[config.mk]
export PLATFORM = sky130hd
export DESIGN_NAME = fpsa_div5
export DESIGN_NICKNAME = d
export VERILOG_FILES = /design/src/hw/rtl/fpsa_pkg.sv /design/src/hw/rtl/fpsa_div5.sv
export SDC_FILE = /design/constraint.sdc
export NUM_CORES = 1
export LEC_CHECK = 0
export BUFFER_PORTS_ARGS = -buffer_cell sky130_fd_sc_hd__buf_2
export CORE_AREA = 5 5 181 183
export DETAILED_ROUTE_END_ITERATION = 8
export DIE_AREA = 0 0 186 188
export PLACE_DENSITY = 0.7
export REMOVE_ABC_BUFFERS = 1
export SLEW_MARGIN = 20
export SYNTH_ARGS = -nofsm -noshare
export SYNTH_HDL_FRONTEND = slang
export SYNTH_SLANG_ARGS = --single-unit
[constraint.sdc]
create_clock -name clk_i -period 8.3 [get_ports clk_i]
set_input_delay 1.66 -clock clk_i [delete_from_list [all_inputs] [get_ports clk_i]]
set_output_delay 1.66 -clock clk_i [all_outputs]
set_load 0.02 [all_outputs]
[src/hw/rtl/fpsa_pkg.sv]
package fpsa_pkg;

  localparam int MAX_COLS    = 2048;
  localparam int MAX_ROWS    = 2048;
  localparam int VALUE_WIDTH = 24;

  localparam int CFG_W     = 12;
  localparam int CFG_IDX_W = 2;

  localparam int COL_W     = $clog2(MAX_COLS);
  localparam int COL_CNT_W = $clog2(MAX_COLS + 1);
  localparam int ROW_W     = $clog2(MAX_ROWS + 1);
  localparam int ADDR_W    = COL_W + 1;
  localparam int MEM_DEPTH = 2 ** ADDR_W;

  localparam int COUNT_RESET = 2048;
  localparam int COL_RESET   = (MAX_COLS < COUNT_RESET) ? MAX_COLS : COUNT_RESET;
  localparam int ROW_RESET   = (MAX_ROWS < COUNT_RESET) ? MAX_ROWS : COUNT_RESET;
  localparam int COUNT_MIN   = 3;

  localparam int SUM_W     = VALUE_WIDTH + 3;
  localparam int MAG_W     = VALUE_WIDTH + 2;
  localparam int DIV_SHIFT = MAG_W + 3;
  localparam int RECIP_W   = MAG_W + 1;
  localparam int PROD_W    = MAG_W + RECIP_W;
  localparam logic [RECIP_W-1:0] DIV5_RECIP =
    RECIP_W'(((longint'(1) << DIV_SHIFT) + 4) / 5);

  localparam logic [CFG_IDX_W-1:0] CFG_COL_COUNT = CFG_IDX_W'(0);
  localparam logic [CFG_IDX_W-1:0] CFG_ROW_COUNT = CFG_IDX_W'(1);

  typedef logic signed [VALUE_WIDTH-1:0] value_t;
  typedef logic signed [SUM_W-1:0]       sum_t;

  typedef struct packed {
    logic   interior;
    logic   last;
    value_t pass;
  } side_t;

endpackage

[src/hw/rtl/fpsa_div5.sv]
module fpsa_div5
  import fpsa_pkg::*;
(
  input  logic   clk_i,
  input  logic   rst_ni,
  input  logic   in_valid_i,
  output logic   in_ready_o,
  input  sum_t   in_sum_i,
  input  side_t  in_side_i,
  output logic   out_valid_o,
  input  logic   out_ready_i,
  output value_t out_cell_o,
  output logic   out_last_o
);

  logic v1_q, v2_q, v3_q, vo_q;
  logic r1, r2, r3, ro;

  sum_t  sum1_q;
  side_t side1_q, side2_q, side3_q;
  logic  neg2_q, neg3_q;
  logic [MAG_W-1:0]       mag2_q, mag_d;
  logic [VALUE_WIDTH-1:0] quo3_q, quo_d, quo_neg;
  logic [PROD_W-1:0]      prod;
  sum_t   abs_v;
  value_t cell_q, cell_d;
  logic   last_q;

  assign ro = !vo_q || out_ready_i;
  assign r3 = !v3_q || ro;
  assign r2 = !v2_q || r3;
  assign r1 = !v1_q || r2;
  assign in_ready_o = r1;

  always_comb begin
    abs_v = sum1_q[SUM_W-1] ? -sum1_q : sum1_q;
    mag_d = MAG_W'($unsigned(abs_v)) + MAG_W'(2);
  end

  assign prod  = PROD_W'(mag2_q) * PROD_W'(DIV5_RECIP);
  assign quo_d = prod[DIV_SHIFT +: VALUE_WIDTH];

  always_comb begin
    quo_neg = ~quo3_q + 1'b1;
    if (side3_q.interior) begin
      cell_d = neg3_q ? value_t'(quo_neg) : value_t'(quo3_q);
    end else begin
      cell_d = side3_q.pass;
    end
  end

  always_ff @(posedge clk_i or negedge rst_ni) begin
    if (!rst_ni) begin
      v1_q <= 1'b0;
      v2_q <= 1'b0;
      v3_q <= 1'b0;
      vo_q <= 1'b0;
    end else begin
      v1_q <= (in_valid_i && r1) || (v1_q && !r2);
      v2_q <= (v1_q && r2) || (v2_q && !r3);
      v3_q <= (v2_q && r3) || (v3_q && !ro);
      vo_q <= (v3_q && ro) || (vo_q && !out_ready_i);
    end
  end

  always_ff @(posedge clk_i) begin
    if (in_valid_i && r1) begin
      sum1_q  <= in_sum_i;
      side1_q <= in_side_i;
    end
    if (v1_q && r2) begin
      mag2_q  <= mag_d;
      neg2_q  <= sum1_q[SUM_W-1];
      side2_q <= side1_q;
    end
    if (v2_q && r3) begin
      quo3_q  <= quo_d;
      neg3_q  <= neg2_q;
      side3_q <= side2_q;
    end
    if (v3_q && ro) begin
      cell_q <= cell_d;
      last_q <= side3_q.last;
    end
  end

  assign out_valid_o = vo_q;
  assign out_cell_o  = cell_q;
  assign out_last_o  = last_q;

endmodule

# After elaboration in Yosys (flattened, before gate mapping)

Cells that the tools add are included.

Flip-flop bits (word level): 186
Output and inout bits: 27

Add/sub/neg operators: 3
Multipliers: 1
Mux-type cells: 3
Bitwise gates (word level): 1
Reductions and logical operators: 24

Operators with widths:

| cell                   | count |
|---|---|
| $mul 26x27->53 const B | 1 |
| $mux 24                | 2 |
| $add 26x2->26 const B  | 1 |
| $mux 26                | 1 |
| $neg 26->26            | 1 |
| $add 24x1->24 const B  | 1 |
| $not 24->24            | 1 |
| $logic_and 1x1->1      | 8 |
| $logic_not 1->1        | 8 |
| $logic_or 1x1->1       | 8 |

# Depth between registers and ports, before layout

Gate-level depths: netlist (run 1).

Depth after elaboration: 7
Depth in mapped cells: 23
Depth with buffers taken out: 23

# Worst setup path after synthesis (run 1)

OpenSTA, ideal clock, no wires.

Path type: register -> register
From: register mag2_q[9]
To: register quo3_q[16], data pin
Setup time: 0.260 ns
Arrival: 6.223 ns
Slack: 1.817 ns
Cell stages (with the launch flop): 23
Clock period less this slack: 6.483 ns
Cells stage by stage: edfxtp_1 -> inv_1 -> ha_1 -> fa_1 -> inv_1 -> fa_1 -> fa_1 -> inv_1 -> fa_1 -> inv_1 -> fa_1 -> inv_1 -> fa_1 -> inv_1 -> ha_1 -> and4_1 -> o21a_1 -> nand4_1 -> o221ai_1 -> o21bai_1 -> o41ai_4 -> a41oi_1 -> xnor2_1

Longest elaborated chain between the ends: 1

RTL lines:

| element                | RTL line        | source |
|---|---|---|
| start, declared        | fpsa_div5.sv:22 | `logic [MAG_W-1:0] mag2_q, mag_d;` |
| start signal, assigned | fpsa_div5.sv:72 | `mag2_q <= mag_d;` |
| $mul 26x27->53         | fpsa_div5.sv:40 | `assign prod = PROD_W'(mag2_q) * PROD_W'(DIV5_RECIP);` |
| named net prod[45]     | fpsa_div5.sv:24 | `logic [PROD_W-1:0] prod;` |
| end signal, assigned   | fpsa_div5.sv:77 | `quo3_q <= quo_d;` |
| end, declared          | fpsa_div5.sv:23 | `logic [VALUE_WIDTH-1:0] quo3_q, quo_d, quo_neg;` |

The timed path passes the listed nets, and every way through them passes these cells.
A chain may end at the register's enable or synchronous reset.

# Worst setup path after layout (run 1)

From: register mag2_q[9]
To: register quo3_q[22], data pin

The elaborated chain is that of the path after synthesis.

==> results.ini, run 1 <==
[timing]
finalCritPeriodShare=0.867
report.final.slew_viol_count=0
clock_skew_ns=0.0129
fmax_mhz=139
min_period_ns=7.20
worst_pin_slew_ns=0.768
rsz0062_at_grt=false
final.setup.worst_slack_ns=1.10
setup_tns_ns=0
slew_headroom=0.488
finalSetupViolations=0
whs_ns=0.416
finalHoldViolations=0

[yosys]
synth-edff-count=182
yosys_warnings=0
synthDistinctLibCells=93
synthSimpleGateAreaFrac=0.0725
async_reset_ff_frac=0.0215
syn_area_per_cell_sq_um=11.6
synth-seq-area-share=0.330
syn_inst=1455
synth_top_family_by_area=adder cells
synth-adder-area-share=0.386
ys_seq_elements=186
synthFlopType=edfxtp_1
synth_compound_area_frac=0.0803
syn-cell-area_sq_mm=0.0168
synth-xor-area-share=0.0468
muxShareOfSynthArea=0.00461

[placement]
dp_hpwl_microns=28300
gp_congestion=0.977
port_buffers=83
place_ws_ns=1.12

[routing]
avgViaCountPerCell=5.30
drt_iter0_drc=469
drt-total-wl_microns=33700
num_vias=10400
dr.pass1.iters=5
postRouteAntennaNets=0
route.detailed.drc=0
wl_per_cell_microns=17.2

[clock_network]
cts_buffer_depth=2
tritoncts=built
ctsResizeCount=0
htreeDepth=4
clkTransAtPathRegs_ns=0.07
cts-hold-fix-buffers=0
post-cts-setup-buffers=0
clock-sinks=186
cts-root-buf=clkbuf_16
numCtsBuffers=17
clk-insertion-delay-late_ns=0.45

[worst_hold_path]
hp-start=side2_q[23]$_DFFE_PP_
hp-class=reg -> reg

[cells_and_area]
multi_input_area_sq_mm=0.00994
seqCellArea_sq_mm=0.00557
insertedDiodeCount=0
syn_to_final_growth_pct=8.53
n_fill_cell=2625
final_common_cell=inv_1
finalCoreUtilization=0.588
nets=2003
final_cell_mix=inv_1, ha_1, fa_1
drive_gt1_frac=0.102

[setup_path]
startpoint=mag2_q[9]$_DFFE_PP_
endpoint=quo3_q[22]$_DFFE_PP_
timing.rr.end=quo3_q[22]$_DFFE_PP_
startpoint_type=register
r2r_slack_ns=1.10
worstPathArrival_ns=7.40
cp.required_ns=8.51
worst-path-max-fanout=5
worstReg2RegStart=mag2_q[9]$_DFFE_PP_
ff2ff_path_depth=22
cp-end-kind=register
path_class=reg -> reg

[die]
die_w_microns=186
fp.dieH_microns=188
die_area_sq_mm=0.0350
row_count=65
num_io_pins=84
start_util=0.542
core-area_sq_mm=0.0311

[grt]
grt_antenna_before_repair=0
grt_pass1_wl_microns=55500
grt_max_degree=54
grt_overflow=0
grt_pass1_vias=11000
grt_use_total=0.202

[outcome]
status=completed

[flow_run]
maxCapViolations=0

[synth_stat cells, types with 14 or more instances]
cell	n	area, sq um
inv_1	325	1220
xor2_1	39	342
nand3_1	20	100
o21ai_0	40	200
a21oi_1	65	325
edfxtp_1	182	5470
nand2_1	50	188
a21o_1	14	105
ha_1	212	2650
fa_1	192	3840
nor2_1	51	191
xnor2_1	51	447
[routing by layer]
metal,global-route usage,share of wire,up-vias
met5,0,0,-
met3,0.0402,0.043,46
met2,0.337,0.49,192
met1,0.264,0.43,5096
li1,-,-,5033
met4,0.0681,0.030,0
[worst max-delay path, cell delays in order, from the launching register on]
cell and delay, ns:
edfxtp_1 0.47, inv_1 0.08, ha_1 0.34, fa_1 0.57, inv_1 0.12, fa_1 0.56, fa_1 0.50, inv_1 0.08
fa_1 0.49, inv_1 0.05, fa_1 0.53, inv_1 0.05, fa_1 0.53, inv_1 0.05, ha_1 0.35, and4_1 0.22
o21a_1 0.14, nand4_1 0.09, o221ai_1 0.36, o21ai_0 0.23, a2111oi_2 0.77, a31oi_1 0.20, xnor2_1 0.17
[kinds of logic (layout without fill, tap and decap cells)]
| kind of cell | after synthesis | in the layout |
|---|---|---|
| compound gates | 202 | 202 |
| buf+inv | 346 | 446 |
| simple gates | 220 | 220 |
| flops | 186 | 186 |
| mux | 7 | 7 |
| fa+ha+maj | 404 | 404 |
| xor+xnor | 90 | 90 |
[final cells by class]
cell class / count / share of cell area
multi-input combinational: 923 / 0.544
sequential: 186 / 0.304
inverter: 325 / 0.0667
tap: 402 / 0.0275
timing repair buffer: 89 / 0.0252
clock buffer: 18 / 0.0235
clock inverter: 14 / 0.00876
[worst min-delay path by stage]
stage	slack [ns]	end	cells after the start
6_report	0.42	side3_q[23]$_DFFE_PP_	0
5_1_grt	0.42	side3_q[12]$_DFFE_PP_	0
4_1_cts	0.42	side3_q[23]$_DFFE_PP_	0
3_5_place_dp	0.40	side3_q[10]$_DFFE_PP_	0
3_3_place_gp	0.40	side3_q[8]$_DFFE_PP_	0
2_1_floorplan	0.40	neg3_q$_DFFE_PP_	0
[registers in the layout, summed over array words and instances (netlist names), 24 cells and up]
signal and count:
sum1_q 27, mag2_q 26, side1_q 26, side2_q 26, side3_q 26, out_cell_o 24
quo3_q 24
[metrics by stage]
stage / std cells / instance area [sq um]
after floorplan: 1434 / 16700
after global placement: 1925 / 17700
after detailed placement: 1925 / 17700
after CTS: 1957 / 18300
after global routing: 1957 / 18300
final: 1957 / 18300
Power of run 1 is not shown: default switching activity piles up to over one toggle a cycle in this logic, so the estimate is an artifact.
==> run 2, diff against run 1 <==
--- a/config.mk
+++ b/config.mk
@@ -5,10 +5,11 @@
 export SDC_FILE = /design/constraint.sdc
 export NUM_CORES = 1
 export LEC_CHECK = 0
+export ABC_AREA = 1
 export BUFFER_PORTS_ARGS = -buffer_cell sky130_fd_sc_hd__buf_2
-export CORE_AREA = 5 5 181 183
+export CORE_AREA = 5 5 187 189
 export DETAILED_ROUTE_END_ITERATION = 8
-export DIE_AREA = 0 0 186 188
+export DIE_AREA = 0 0 192 194
 export PLACE_DENSITY = 0.7
 export REMOVE_ABC_BUFFERS = 1
 export SLEW_MARGIN = 20
==> run 2 against run 1 <==
  * Via count increased by 22%
  * Non-clock buffer count decreased by 1
  * Cell area increased by 6.6%
  * Register-to-register slack improved by 0.74 ns
  * Wire length increased by 30%
  * Critical path depth decreased by 1
  * Maximum frequency increased by 11%
  * Cell count increased by 26%
  * Worst setup slack improved by 0.74 ns
==> results.ini, run 2 <==
[yosys]
synth-seq-area-share=0.310  ; -0.0205
async_reset_ff_frac=0.0215  ; unchanged
syn_area_per_cell_sq_um=9.40  ; -19%
synth_top_area_cell=edfxtp_1
synthSimpleGateAreaFrac=0.155  ; +0.0822
syn_inst=1910  ; +31%
syn-cell-area_sq_mm=0.0180  ; +6.6%
synthDistinctLibCells=49  ; -47%
muxShareOfSynthArea=0  ; -0.00461
yosys-top-cells-area=edfxtp_1, fa_1, ha_1, inv_1, nand2_1
synth_top_family_by_area=adder cells
yosysMostFrequentCell=inv_1
synth-xor-area-share=0.0234  ; -0.0234
synth-adder-area-share=0.362  ; -0.0239
ys_seq_elements=186  ; unchanged
yosys_warnings=0  ; unchanged
synth_compound_area_frac=0.0549  ; -0.0254
synth_top_area_frac=0.304  ; -0.0201
synth-edff-count=182  ; unchanged
synthFlopType=edfxtp_1
ys_top_cells_by_count=inv_1, nand2_1, ha_1

[routing]
avgViaCountPerCell=5.13  ; -3.1%
postRouteAntennaNets=0  ; unchanged
num_vias=12700  ; +22%
drt-total-wl_microns=43700  ; +30%
drt_iter0_drc=659  ; +41%
dr.pass1.iters=6  ; +1
route.detailed.drc=0  ; unchanged
wl_per_cell_microns=17.7  ; +2.7%

[clock_network]
clkTransAtPathRegs_ns=0.07  ; about the same
clock-sinks=186  ; unchanged
tritoncts=built
cts_buffer_depth=2  ; unchanged
cts-hold-fix-buffers=0  ; unchanged
htreeDepth=4  ; unchanged
cts-root-buf=clkbuf_16
post-cts-setup-buffers=0  ; unchanged
clk-insertion-delay-late_ns=0.44  ; about the same
ctsResizeCount=0  ; unchanged
numCtsBuffers=17  ; unchanged

[cells_and_area]
final_cell_mix=inv_1, nand2_1, ha_1
insertedDiodeCount=0  ; unchanged
regMostFlops=sum1_q
nets=2468  ; +23%
syn_to_final_growth_pct=8.56  ; about the same
drive_gt1_frac=0.0762  ; -0.0254
largest_register_ffs=27  ; unchanged
final_common_cell=inv_1

[die]
start_util=0.542  ; about the same
core-area_sq_mm=0.0331  ; +6.6%
die_area_sq_mm=0.0372  ; +6.5%
die_w_microns=192  ; +3.2%
row_count=67  ; +3.1%
fp.dieH_microns=194  ; +3.2%
num_io_pins=84  ; unchanged

[timing]
worst_pin_slew_ns=0.936  ; +0.168 ns
finalCritPeriodShare=0.778  ; -0.0890
slew_headroom=0.376  ; -0.112
finalHoldViolations=0  ; unchanged
finalSetupViolations=0  ; unchanged
rsz0062_at_grt=false
clock_skew_ns=0.0118  ; -0.00107 ns
setup_tns_ns=0  ; unchanged
report.final.slew_viol_count=0  ; unchanged
fmax_mhz=155  ; +11%
min_period_ns=6.46  ; -0.739 ns

[placement]
port_buffers=83  ; unchanged
dp_hpwl_microns=37900  ; +34%
gp_congestion=0.958  ; -2.0%

[grt]
grt_use_total=0.242  ; +0.0397
grt_pass1_wl_microns=69500  ; +25%
grt_max_degree=46  ; -15%
grt_overflow=0  ; unchanged
grt_pass1_vias=13200  ; +21%
grt_antenna_before_repair=0  ; unchanged

[setup_path]
path_class=reg -> reg
worstPathArrival_ns=6.65  ; -0.75 ns
cp-end-kind=register
worst-path-max-fanout=5  ; unchanged
cp.required_ns=8.50  ; about the same
startpoint_type=register

[flow_run]
maxCapViolations=0  ; unchanged

[worst_hold_path]
hp-class=reg -> reg

[outcome]
status=completed

==> run 2: changes by cell type after synthesis, moves of 7 or more <==
cell      delta
nand2_1    +285
inv_1      +115
nor2_1     +113
nand3_1     +61
xnor2_1     -39
o21ai_0     +23
nand2b_1    -10
o31ai_1     -10
a21o_1       -9
nor2b_1      -9
xor2_1       -8
nand4_1      +7
==> run 2: cell type report <==
| type | count | area, sq um |
|---|---|---|
| clock buffers | 19 | 433 |
| clock inverters | 13 | 136 |
| fillers | 2816 | 13600 |
| repair buffers | 88 | 453 |
| multi-input cells | 1273 | 10700 |
| well taps | 448 | 561 |
| inverters | 441 | 1660 |
| flip-flops and latches | 186 | 5570 |
==> run 2: final timing paths <==
check                                startpoint                    end  slack [ns]  cells after the start
max                         mag2_q[9]$_DFFE_PP_   quo3_q[16]$_DFFE_PP_        1.84                     21
min                        side2_q[4]$_DFFE_PP_   side3_q[4]$_DFFE_PP_        0.42                      0
max reg2reg                 mag2_q[9]$_DFFE_PP_   quo3_q[16]$_DFFE_PP_        1.84                     21
min reg2reg                side2_q[4]$_DFFE_PP_   side3_q[4]$_DFFE_PP_        0.42                      0
max in group asynchronous                rst_ni  out_valid_o$_DFF_PN0_        7.17                      1
min in group asynchronous                rst_ni         v3_q$_DFF_PN0_        1.01                      1
==> run 2: worst max-delay path, stage by stage (launching register included) <==
cell	delay [ns]
edfxtp_1	0.48
inv_1	0.07
ha_1	0.33
fa_1	0.61
inv_1	0.14
fa_1	0.56
fa_1	0.45
fa_1	0.56
inv_1	0.08
fa_1	0.54
inv_1	0.07
fa_1	0.51
ha_1	0.38
nand2_1	0.12
nor2_1	0.15
inv_1	0.07
nor2_1	0.12
nand3_1	0.08
o21ai_0	0.54
nand2_1	0.18
nand3_1	0.11
nand2_1	0.06
==> run 2: logic make-up (layout without fill, tap and decap cells) <==
logic type	Yosys count	in the layout
flops	186	186
compound gates	175	175
xor+xnor	45	45
simple gates	649	649
buf+inv	451	561
fa+ha+maj	404	404
==> run 2: per-layer routing <==
metal | GRT usage | up-vias | routed length, microns
li1 | - | 6264 | -
met1 | 0.303 | 6099 | 18300
met2 | 0.442 | 263 | 23200
met3 | 0.0304 | 42 | 1410
met4 | 0.0600 | 0 | 850
met5 | 0 | - | 0
==> run 2: through the flow <==
step           std cells  cell area, sq um  utilization  setup slack, ns  hold WS (ns)
2_1_floorplan       1900             17900            -             2.55         0.400
3_3_place_gp        2436             18900        0.572             1.83         0.403
3_5_place_dp        2436             18900        0.572             1.80         0.405
4_1_cts             2468             19500        0.589             1.78         0.421
5_1_grt             2468             19500        0.589             1.43         0.419
6_report            2468             19500        0.589             1.84         0.419
Power of run 2 is left out for the same reason.
==> run 3, diff against run 2 <==
==> constraint.sdc (replaced) <==
create_clock -name clk_i -period 6.2 [get_ports clk_i]
set_input_delay 1.24 -clock clk_i [delete_from_list [all_inputs] [get_ports clk_i]]
set_output_delay 1.24 -clock clk_i [all_outputs]
set_load 0.02 [all_outputs]
==> run 3 against run 2 <==
  * Die area stayed put
  * Critical path depth stayed put
  * Via count is 1.5% higher
  * Maximum frequency is 8.2% higher
  * Register-to-register slack worse by 1.6 ns
  * Worst hold slack worse by 0.0025 ns
  * Worst setup slack worse by 1.6 ns
  * Non-clock buffer count is 51 higher
==> results.ini, run 3 (synthesis gave the netlist of run 2 again) <==
[cells_and_area]
nets=2519  ; +2.1%
n_fill_cell=2854  ; +1.3%
finalCoreUtilization=0.606  ; +0.0168
largest_register_ffs=27  ; unchanged
regMostFlops=sum1_q
syn_to_final_growth_pct=11.6
stdcell_area_sq_mm=0.0201  ; +2.8%
final_cell_mix=inv_1, nand2_1, ha_1
final_common_cell=inv_1
drive_gt1_frac=0.121  ; +0.0450
insertedDiodeCount=0  ; unchanged
instances_no_fill=2519  ; +2.1%

[die]
row_count=67  ; unchanged
fp.dieH_microns=194  ; unchanged
die_w_microns=192  ; unchanged
start_util=0.542  ; unchanged
core-area_sq_mm=0.0331  ; unchanged
num_io_pins=84  ; unchanged
die_area_sq_mm=0.0372  ; unchanged

[flow_run]
maxCapViolations=0  ; unchanged

[placement]
dp.cells=2478  ; +1.7%
dp_hpwl_microns=37700  ; -0.73%
gp_congestion=0.956  ; -0.24%
placed_area_sq_mm=0.0192  ; +1.7%
port_buffers=83  ; unchanged

[setup_path]
cp-end-kind=register
worstPathBufferInverterCount=4  ; -1
startpoint_type=register
crit_slowest_cell=fa_1
critical_path.most_common_cell=fa_1
worstPathArrival_ns=6.18  ; -0.47 ns
path_class=reg -> reg
critPathMaxStageDelay_ns=0.56  ; -0.05 ns
crit_chain=buf_4 -> fa_1 -> inv_1 -> fa_1 -> fa_1 -> fa_1 -> fa_1 -> inv_1 -> fa_1 -> fa_1 -> ha_4 -> a21oi_2 -> inv_1 -> a31oi_1 -> o21ai_0 -> a21oi_1 -> nand2_2 -> nand2_1 -> nand2_1 -> nand2_1 -> nand2_1
path_delay_family=adder cells
worst-path-max-fanout=4  ; -1
cp.required_ns=6.41  ; -2.09 ns

[outcome]
status=completed

[timing]
clock_skew_ns=0.0123  ; +0.000448 ns
min_period_ns=5.97  ; -0.487 ns
slew_headroom=0.384  ; +0.00866
finalSetupViolations=0  ; unchanged
worst_pin_slew_ns=0.923  ; -0.0130 ns
fmax_mhz=167  ; +8.2%
rsz0062_at_grt=true
finalCritPeriodShare=0.963  ; +0.185
whs_ns=0.417  ; -0.00247 ns
finalHoldViolations=0  ; unchanged
report.final.slew_viol_count=0  ; unchanged

[clock_network]
cts-hold-fix-buffers=0  ; unchanged
numCtsBuffers=17  ; unchanged
htreeDepth=4  ; unchanged
cts_buffer_depth=2  ; unchanged
clkTransAtPathRegs_ns=0.08  ; about the same
cts-root-buf=clkbuf_16
clk-insertion-delay-late_ns=0.45  ; about the same
tritoncts=built
clock-sinks=186  ; unchanged

[routing]
postRouteAntennaNets=0  ; unchanged
drt_iter0_drc=555  ; -16%
drt-total-wl_microns=43900  ; +0.41%
avgViaCountPerCell=5.11  ; -0.52%
route.detailed.drc=0  ; unchanged
num_vias=12900  ; +1.5%
wl_per_cell_microns=17.4  ; -1.6%
dr.pass1.iters=5  ; -1

[grt]
grt_pass1_vias=13600  ; +2.5%
grt_pass1_wl_microns=70400  ; +1.2%
grt_max_degree=54  ; +17%
grt_use_total=0.244  ; +0.00190
grt_antenna_before_repair=0  ; unchanged
grt_overflow=0  ; unchanged

[worst_hold_path]
hp-class=reg -> reg

run 3: metal layers:
layer	vias up	routed length [microns]	track usage
li1	6354	-	-
met2	275	22600	0.435
met1	6150	18200	0.299
met4	0	1650	0.0866
met3	83	1450	0.0366
met5	-	0	0
run 3: per-stage QoR:
stage          setup TNS, ns  worst slack (ns)
3_5_place_dp          -0.661            -0.181
2_1_floorplan              0             0.455
4_1_cts                    0            0.0230
6_report                   0             0.229
5_1_grt               -0.229           -0.0486
3_3_place_gp          -0.303            -0.158
run 3: worst paths after layout:
path	cells past startpoint	from	endpoint	slack [ns]
setup reg to reg	21	mag2_q[23]$_DFFE_PP_	quo3_q[21]$_DFFE_PP_	0.23
hold / removal	0	side2_q[19]$_DFFE_PP_	side3_q[19]$_DFFE_PP_	0.42
max in group asynchronous	1	rst_ni	v1_q$_DFF_PN0_	5.49
hold reg to reg	0	side2_q[19]$_DFFE_PP_	side3_q[19]$_DFFE_PP_	0.42
min in group asynchronous	1	rst_ni	v3_q$_DFF_PN0_	0.59
setup / recovery	21	mag2_q[23]$_DFFE_PP_	quo3_q[21]$_DFFE_PP_	0.23
run 3: worst register-to-register path, cell delays in order, from the launching register on:
cell	delay, ns
edfxtp_1	0.40
buf_4	0.17
fa_1	0.52
inv_1	0.05
fa_1	0.47
fa_1	0.56
fa_1	0.48
fa_1	0.55
inv_1	0.06
fa_1	0.56
fa_1	0.46
ha_4	0.28
a21oi_2	0.14
inv_1	0.05
a31oi_1	0.24
o21ai_0	0.15
a21oi_1	0.18
nand2_2	0.14
nand2_1	0.11
nand2_1	0.06
nand2_1	0.06
nand2_1	0.05
run 3: timing repair:
action | CTS | global route
gates cloned | 0 | 0
setup endpoints to repair | 7 | 24
pin swaps | 0 | 13
resized for setup | 7 | 50
buffers inserted | 3 | 6
run 3: layout make-up:
cell class                 instances  area [sq um]  share of cell area
sequential                       186          5570               0.278
timing repair buffer             139           836              0.0417
multi-input combinational       1273         10900               0.543
inverter                         441          1660              0.0826
clock inverter                    15           129             0.00643
clock buffer                      17           425              0.0212
tap                              448           561              0.0280
Power of run 3 is left out for the same reason.
